File: src/rtl/lhnt_pkg.sv
// lhnt_pkg: request/response structs and hash constants for label_hash_node_table
// used by every rtl file through scoped names
package lhnt_pkg;

   localparam logic [31:0] FNV_BASIS = 32'h811C9DC5;
   localparam logic [31:0] FNV_PRIME = 32'h01000193;
   localparam logic [31:0] GOLDEN    = 32'h9E3779B9;
   localparam logic [31:0] FORCE_BIT = 32'h00010000;
   localparam logic [31:0] PERIOD_RESET = 32'd900000;

   localparam logic KIND_LABEL = 1'b0;
   localparam logic KIND_QUERY = 1'b1;

   localparam logic CSR_AVOID  = 1'b0;
   localparam logic CSR_PERIOD = 1'b1;

   typedef struct packed {
      logic        kind;
      logic [7:0]  label_byte;
      logic        byte_present;
      logic        label_last;
      logic [31:0] query_id;
      logic [31:0] now_ms;
   } req_type;

   typedef struct packed {
      logic        result_kind;
      logic [31:0] node_id;
      logic        due;
   } rsp_type;

   // job handed from front to back
   typedef struct packed {
      logic        kind;
      logic [31:0] id;
      logic [31:0] now_ms;
   } job_type;

   function automatic logic [31:0] fnv_step(logic [31:0] h, logic [7:0] b);
      logic [31:0] x;
      x = h ^ {24'd0, b};
      return 32'(x * FNV_PRIME);
   endfunction

   function automatic logic [31:0] prefix_seed();
      logic [31:0] h;
      h = fnv_step(FNV_BASIS, 8'h4D);
      h = fnv_step(h, 8'h43);
      h = fnv_step(h, 8'h7C);
      return h;
   endfunction

   function automatic logic reserved_id(logic [31:0] id);
      return (id <= 32'h000000FF) || (id == 32'hFFFFFFFF);
   endfunction

endpackage

File: src/rtl/lhnt_front.sv
// lhnt_front: hashes label bytes and nudges the final id, one multiply per nudge
// depends on lhnt_pkg
module lhnt_front #(
   parameter int NUDGE_LIMIT = 8
) (
   input  logic              clock,
   input  logic              reset,
   input  lhnt_pkg::req_type req_data,
   input  logic              req_valid,
   output logic              req_ready,
   input  logic [31:0]       avoid_id,
   output lhnt_pkg::job_type job_data,
   output logic              job_valid,
   input  logic              job_ready
);
   localparam int NW = $clog2(NUDGE_LIMIT + 1);

   typedef enum logic [1:0] {S_IDLE, S_NUDGE, S_MUL, S_OUT} state_type;

   state_type         state_ff;
   logic [31:0]       hash_ff;
   logic [31:0]       id_ff;
   logic [31:0]       prod_ff;
   logic [NW-1:0]     cnt_ff;
   lhnt_pkg::job_type job_ff;
   logic              jv_ff;

   logic [31:0] hnext;
   logic        bad;
   logic [31:0] fixed;

   assign req_ready = (state_ff == S_IDLE) && !jv_ff;
   assign job_data  = job_ff;
   assign job_valid = jv_ff;
   assign hnext = req_data.byte_present ?
                  lhnt_pkg::fnv_step(hash_ff, req_data.label_byte) : hash_ff;
   assign bad   = lhnt_pkg::reserved_id(id_ff) || (id_ff == avoid_id);
   assign fixed = lhnt_pkg::reserved_id(prod_ff) ? (prod_ff | lhnt_pkg::FORCE_BIT) : prod_ff;

   always_ff @(posedge clock) begin
      if (reset) begin
         state_ff <= S_IDLE;
         hash_ff  <= lhnt_pkg::prefix_seed();
         jv_ff    <= 1'b0;
         cnt_ff   <= '0;
      end else begin
         if (jv_ff && job_ready) jv_ff <= 1'b0;
         case (state_ff)
            S_IDLE: begin
               if (req_valid && req_ready) begin
                  if (req_data.kind == lhnt_pkg::KIND_QUERY) begin
                     job_ff <= '{lhnt_pkg::KIND_QUERY, req_data.query_id, req_data.now_ms};
                     jv_ff  <= 1'b1;
                  end else if (req_data.label_last) begin
                     id_ff    <= hnext;
                     hash_ff  <= lhnt_pkg::prefix_seed();
                     cnt_ff   <= '0;
                     state_ff <= S_NUDGE;
                  end else begin
                     hash_ff <= hnext;
                  end
               end
            end
            S_NUDGE: begin
               if (bad && (cnt_ff < NW'(NUDGE_LIMIT))) begin
                  prod_ff  <= 32'((id_ff ^ lhnt_pkg::GOLDEN) * lhnt_pkg::FNV_PRIME);
                  cnt_ff   <= cnt_ff + 1'b1;
                  state_ff <= S_MUL;
               end else begin
                  state_ff <= S_OUT;
               end
            end
            S_MUL: begin
               id_ff    <= fixed;
               state_ff <= S_NUDGE;
            end
            S_OUT: begin
               if (!jv_ff) begin
                  job_ff   <= '{lhnt_pkg::KIND_LABEL, id_ff, 32'd0};
                  jv_ff    <= 1'b1;
                  state_ff <= S_IDLE;
               end
            end
            default: state_ff <= S_IDLE;
         endcase
      end
   end
endmodule

File: src/rtl/lhnt_back.sv
// lhnt_back: scans the id/stamp table one entry per cycle, inserts or answers due
// depends on lhnt_pkg
module lhnt_back #(
   parameter int ENTRIES = 16
) (
   input  logic              clock,
   input  logic              reset,
   input  lhnt_pkg::job_type job_data,
   input  logic              job_valid,
   output logic              job_ready,
   input  logic [31:0]       period_ms,
   output lhnt_pkg::rsp_type rsp_data,
   output logic              rsp_empty,
   input  logic              rsp_pop
);
   localparam int IW = (ENTRIES > 1) ? $clog2(ENTRIES) : 1;
   localparam int CW = $clog2(ENTRIES + 1);

   typedef enum logic [1:0] {S_IDLE, S_SCAN, S_WRITE, S_OUT} state_type;

   state_type         state_ff;
   lhnt_pkg::job_type job_ff;
   logic [CW-1:0]     idx_ff;
   logic [ENTRIES-1:0] valid_ff;
   logic [31:0]       node_mem [ENTRIES];
   logic [31:0]       stamp_mem [ENTRIES];
   logic [31:0]       node_rd_ff;
   logic [31:0]       stamp_rd_ff;
   logic              free_found_ff;
   logic [IW-1:0]     free_ff;
   logic [IW-1:0]     old_ff;
   logic [31:0]       old_stamp_ff;
   logic              hit_ff;
   logic [IW-1:0]     hit_idx_ff;
   logic [31:0]       hit_stamp_ff;
   lhnt_pkg::rsp_type rsp_ff;
   logic              full_ff;

   logic [IW-1:0] ix;
   logic [IW-1:0] rd_addr;
   logic          v;
   logic          due;
   logic [31:0]   elapsed;

   assign ix        = idx_ff[IW-1:0];
   // fetch the entry that the scan looks at next cycle
   assign rd_addr   = (state_ff == S_SCAN) ? IW'(idx_ff + 1'b1) : '0;
   assign v         = valid_ff[ix];
   assign job_ready = (state_ff == S_IDLE) && !full_ff;
   assign rsp_data  = rsp_ff;
   assign rsp_empty = !full_ff;
   assign elapsed   = job_ff.now_ms - hit_stamp_ff;
   assign due       = (hit_stamp_ff == 32'd0) || (elapsed >= period_ms);

   always_ff @(posedge clock) begin
      node_rd_ff  <= node_mem[rd_addr];
      stamp_rd_ff <= stamp_mem[rd_addr];
   end

   always_ff @(posedge clock) begin
      if (reset) begin
         state_ff <= S_IDLE;
         valid_ff <= '0;
         full_ff  <= 1'b0;
      end else begin
         if (full_ff && rsp_pop) full_ff <= 1'b0;
         case (state_ff)
            S_IDLE: begin
               if (job_valid && job_ready) begin
                  job_ff        <= job_data;
                  idx_ff        <= '0;
                  free_found_ff <= 1'b0;
                  old_stamp_ff  <= 32'hFFFFFFFF;
                  old_ff        <= '0;
                  hit_ff        <= 1'b0;
                  state_ff      <= S_SCAN;
               end
            end
            S_SCAN: begin
               if (v && node_rd_ff == job_ff.id) begin
                  hit_ff       <= 1'b1;
                  hit_idx_ff   <= ix;
                  hit_stamp_ff <= stamp_rd_ff;
                  state_ff     <= S_WRITE;
               end else begin
                  if (!v && !free_found_ff) begin
                     free_found_ff <= 1'b1;
                     free_ff       <= ix;
                  end else if (v && stamp_rd_ff <= old_stamp_ff) begin
                     old_stamp_ff <= stamp_rd_ff;
                     old_ff       <= ix;
                  end
                  if (idx_ff == CW'(ENTRIES - 1)) state_ff <= S_WRITE;
                  idx_ff <= idx_ff + 1'b1;
               end
            end
            S_WRITE: begin
               rsp_ff.result_kind <= job_ff.kind;
               rsp_ff.node_id     <= job_ff.id;
               rsp_ff.due         <= 1'b0;
               if (job_ff.kind == lhnt_pkg::KIND_QUERY) begin
                  if (hit_ff && due) begin
                     stamp_mem[hit_idx_ff] <= (job_ff.now_ms != 32'd0) ? job_ff.now_ms : 32'd1;
                     rsp_ff.due <= 1'b1;
                  end
               end else if (!hit_ff) begin
                  node_mem[free_found_ff ? free_ff : old_ff]  <= job_ff.id;
                  stamp_mem[free_found_ff ? free_ff : old_ff] <= 32'd0;
                  valid_ff[free_found_ff ? free_ff : old_ff]  <= 1'b1;
               end
               state_ff <= S_OUT;
            end
            S_OUT: begin
               full_ff  <= 1'b1;
               state_ff <= S_IDLE;
            end
            default: state_ff <= S_IDLE;
         endcase
      end
   end
endmodule

File: src/rtl/label_hash_node_table.sv
// label_hash_node_table: top level, front hasher, one-entry job queue, table back end
// depends on lhnt_pkg, lhnt_front, lhnt_back
//
// usage: requests enter on req_push while req_full is low; a label byte that is
// not last is absorbed into the hash and gives no response. a last label element
// or any query gives one response, read from rsp_data while rsp_empty is low
// and removed with rsp_pop.
// a label end is nudged in the front (one multiply per nudge), then the back
// scans the table one entry a cycle, at most ENTRIES entries, then writes
// and posts the response. a query skips the nudge.
// throughput is set by the sequential table scan in the back end; the front can
// hash the next label's bytes, one per cycle while no job waits, as the back scans.
// reset clears the hash to the prefix seed, all valid bits, and registers to
// avoid_id 0 and period_ms 900000. when the receiver stalls the response holds,
// the back then stalls, and once the job register fills req_full rises.
module label_hash_node_table #(
   parameter int ENTRIES     = 16,
   parameter int NUDGE_LIMIT = 8
) (
   input  logic              clock,
   input  logic              reset,
   input  logic              req_push,
   output logic              req_full,
   input  lhnt_pkg::req_type req_data,
   output logic              rsp_empty,
   input  logic              rsp_pop,
   output lhnt_pkg::rsp_type rsp_data,
   input  logic              csr_we,
   input  logic              csr_index,
   input  logic [31:0]       csr_wdata
);
   logic [31:0]       avoid_ff;
   logic [31:0]       period_ff;
   lhnt_pkg::job_type job_data;
   logic              job_valid;
   logic              job_ready;
   logic              req_ready;

   always_ff @(posedge clock) begin
      if (reset) begin
         avoid_ff  <= 32'd0;
         period_ff <= lhnt_pkg::PERIOD_RESET;
      end else if (csr_we) begin
         case (csr_index)
            lhnt_pkg::CSR_AVOID:  avoid_ff  <= csr_wdata;
            lhnt_pkg::CSR_PERIOD: period_ff <= csr_wdata;
            default: ;
         endcase
      end
   end

   assign req_full = !req_ready;

   lhnt_front #(.NUDGE_LIMIT(NUDGE_LIMIT)) u_front (
      .clock, .reset, .req_data, .req_valid(req_push), .req_ready,
      .avoid_id(avoid_ff), .job_data, .job_valid, .job_ready
   );

   lhnt_back #(.ENTRIES(ENTRIES)) u_back (
      .clock, .reset, .job_data, .job_valid, .job_ready,
      .period_ms(period_ff), .rsp_data, .rsp_empty, .rsp_pop
   );

   a_rsp_hold: assert property (@(posedge clock) disable iff (reset)
      (!rsp_empty && !rsp_pop) |=> (!rsp_empty && $stable(rsp_data)))
      else $error("response changed while waiting");
   a_label_no_due: assert property (@(posedge clock) disable iff (reset)
      (!rsp_empty && rsp_data.result_kind == lhnt_pkg::KIND_LABEL) |-> !rsp_data.due)
      else $error("label response with due set");
   a_job_hold: assert property (@(posedge clock) disable iff (reset)
      (job_valid && !job_ready) |=> job_valid)
      else $error("job dropped");
endmodule

File: config.mk
export PLATFORM = sky130hd
export DESIGN_NAME = label_hash_node_table
export DESIGN_NICKNAME = d
export VERILOG_FILES = /design/src/rtl/lhnt_pkg.sv /design/src/rtl/lhnt_front.sv /design/src/rtl/lhnt_back.sv /design/src/rtl/label_hash_node_table.sv
export SDC_FILE = /design/constraint.sdc
export NUM_CORES = 2
export LEC_CHECK = 0
export BUFFER_PORTS_ARGS = -buffer_cell sky130_fd_sc_hd__buf_2
export CAP_MARGIN = 0
export CORE_MARGIN = 10
export CORE_UTILIZATION = 55
export DETAILED_ROUTE_END_ITERATION = 16
export PLACE_DENSITY = 0.71
export SYNTH_ARGS = -nofsm -noshare
export SYNTH_HDL_FRONTEND = slang
export SYNTH_SLANG_ARGS = --single-unit
File: constraint.sdc
create_clock -name clock -period 14.43 [get_ports clock]
set_input_delay 2.886 -clock clock [delete_from_list [all_inputs] [get_ports clock]]
set_output_delay 2.886 -clock clock [all_outputs]
set_load 0.01 [all_outputs]
==> results.md <==
- Port bufs: 148
- Critical path peak fanout: 6
- FMAX: 123 MHz
- Post-synth EDFFs: 1335
- Initial Util: 55.6%
- RSZ-0062 raised after global routing: no
- Final Max Slew Viols: 0
- Vias/cell: 5.94
- Least-Margin Pin Slew: 1.24 ns
- Number of global-route vias before repair: 44175
- Arr. time, crit path: 8.61 ns
- Setup Buffers After CTS: 0
- Setup CP Type: primary input to register
- Ys async rst share: 0%
- Std-Cell Rows: 133
- Synth warnings: 0
- Seq/Total Area, Yosys: 59.7%
- CP max stage delay: 0.70 ns
- Yosys reg bits: 1521
- Layout area overhead: 10.8%
- Final #Nets: 6379
- CTS Sinks: 1521
- Clock root cell: clkbuf_16
- Worst-Skew Late Latency: 0.81 ns
- Critical path buffers and inverters: 3
- Synthesized instance count: 5465
- Synth area leader: edfxtp_1
- DRC violation total after the first TritonRoute iteration: 4201
- Yosys cell types: 79
- Gr usage total: 24.3%
- Drt drc: 0
- Core area: 132000 um^2
- WL per Instance: 24.2 um
- Crit-path cells: buf_2 > xor2_1 > ha_1 > ha_1 > fa_1 > ha_1 > inv_1 > fa_1 > inv_1 > ha_1 > fa_1 > ha_1 > a21o_1 > a21o_1 > a21oi_1 > a31oi_1 > a211oi_1 > o21ai_0 > xor2_1 > mux2i_1 > o21ai_0
- Final core utilization: 61.6%
- CP max-delay cell: a211oi_1
- GRT overflow: 0
- Layout cells sized above 1: 10.9%
- Tightest Hold Check Type: register to register
- Final hold vios: 0
- Startpoint types: primary input
- Total wire length: 181 mm
- CTS tree: done
- Die Ht: 385 um
- Minimum clock period: 8.11 ns
- Cts repair resizes: 0
- Die footprint: 148000 um^2
- Worst Setup End Kind: register
- Syn_nets: 6225
- Final setup vio count: 0
- Synthesized area per cell: 13.4 um^2
- Status: completed
- Top delay family on crit path: adder cells
- I/O Pins: 149
- CTS Buffer Depth: 3
- TNS Setup: 0 ns
- ANT nets after route: 0
- Synth Cell Area: 73300 um^2
- Routability Congestion: 0.911
- CP required: 14.94 ns
- First-pass GRT wire length: 274 mm
- Max_slew headroom: 16.8%
- Tcrit/Tclk final: 56.2%
- Yosys top cell area share: 54.7%
- CTS clk-pin slew, worst paths: 0.06 ns
- Max-cap violations: 0
- Primary FF master, synth: edfxtp_1
- H-tree Lvls: 4
- Crit path top cell by count: ha_1
- Top cells by area, synth: edfxtp_1 (55%), ha_1 (8.5%), dfxtp_1 (5.1%)
- Drt first pass iters: 5
- Initial antenna violation count: 9
- CTS Buf Count: 152
- Hold-fix buffers at CTS: 0
- Die Width: 385 um
- Layout Skew: 0.0312 ns
- Vias: 44532
- Largest net degree at the start of global routing: 163
- Hpwl dp: 115 mm
## routing by layer
layer,global-route usage (%),routed length [um]
met2,38.1,83700
met3,4.30,14200
met5,0,32
met4,7.25,5300
met1,34.7,78100
## cell usage in the layout, fill, tap and decap left out, drive strengths merged, types with 38 or more instances in the layout
master and n:
a211oi 142, a21o 48, a21oi 224, a311oi 128, buf 224, clkbuf 199
clkinv 57, dfxtp 186, edfxtp 1335, fa 149, ha 498, inv 589
mux2 38, mux2i 276, mux4 71, nand2 491, nand2b 49, nor2 137
nor2b 207, nor3 89, nor4 47, o21ai 87, xnor2 84, xor2 97
## kinds of logic (layout without fill, tap and decap cells)
kind of cell               after synthesis  after routing  share of synthesized area [%]
buffers and inverters                  804           1084                           4.21
xor gates and xnor gates               181            181                           2.16
muxes                                  385            385                           6.53
adders and majority gates              647            647                           12.6
other                                    0              2                              0
DFF                                   1521           1521                           59.7
AOI/OAI and AO/OA                      775            775                           7.20
and+or+nand+nor                       1152           1152                           7.59
## flip-flops by register name, indices dropped and copies added, names as in the netlist, 2 cells and up
name                 flops
u_back.node_mem        512
u_back.stamp_mem       512
u_back.job_ff           65
u_front.job_data        65
u_back.rsp_data         34
avoid_ff                32
period_ff               32
u_back.hit_stamp_ff     32
u_back.node_rd_ff       32
u_back.old_stamp_ff     32
u_back.stamp_rd_ff      32
u_front.hash_ff         32
u_front.id_ff           32
u_front.prod_ff         32
u_back.valid_ff         16
u_back.idx_ff            5
u_back.free_ff           4
u_back.hit_idx_ff        4
u_back.old_ff            4
u_front.cnt_ff           4
u_back.state_ff          2
u_front.state_ff         2
## final cells by class
cell class | instances | area, um^2
clock buffer | 199 | 4140
clock inverter | 81 | 827
tap | 1755 | 2200
inverter | 580 | 2190
fill | 9946 | 50700
multi-input combinational | 3140 | 26800
antenna | 2 | 5.00
sequential | 1521 | 43800
timing repair buffer | 224 | 1340
## worst reg2reg max path, cell delays in order (launching register included)
cell and delay, ns:
edfxtp_1 0.48, inv_1 0.10, ha_1 0.15, inv_1 0.05, fa_1 0.40, a21o_1 0.17, a21oi_1 0.23, o21bai_1 0.13
o311ai_1 0.44, and3_1 0.23, o31a_2 0.21, o221ai_1 0.15, a21oi_1 0.19, xnor2_1 0.09, ha_1 0.30, nand4_1 0.06
or3_1 0.39, nor2_1 0.14, a2111o_1 0.12, a31oi_1 0.12, or2_2 0.39, o31a_1 0.47, nor2_4 0.69, buf_4 0.49
## worst paths after layout
| path | end | startpoint | slack (ns) | cells past startpoint |
|---|---|---|---|---|
| worst min-delay path | u_back.job_ff[49] | u_front.job_data[49] | 0.41 | 0 |
| worst max register to register | u_back.stamp_mem[4][18] | u_back.job_ff[0] | 7.88 | 23 |
| worst max-delay path | u_front.id_ff[30] | req_data[69] | 6.32 | 21 |
| worst min register to register | u_back.job_ff[49] | u_front.job_data[49] | 0.41 | 0 |
## cells in the mapped netlist (48+ instances only)
master and instances:
nand2b_1 49, nand2_1 491, nor2_1 135, dfxtp_1 186
clkbuf_1 166, nor3_1 89, mux2i_1 276, inv_1 577
a211oi_1 141, a21oi_1 224, o21ai_0 80, ha_1 498
mux4_2 71, edfxtp_1 1335, fa_1 149, a311oi_1 128
xnor2_1 84, nor2b_1 206, xor2_1 97, a21o_1 48
## stage by stage
stage	setup WS [ns]	hold slack (ns)	instances	cell area [um^2]
floorplan	3.81	0.400	5465	73300
detailed placement	5.67	0.405	7220	76300
finish	6.32	0.415	7502	81300
global route	6.18	0.424	7500	81300
CTS	6.47	0.408	7500	81300
global placement	5.68	0.402	7220	76300
Power is not shown: default switching activity piles up to over one toggle a cycle in this logic, so the estimate is an artifact.
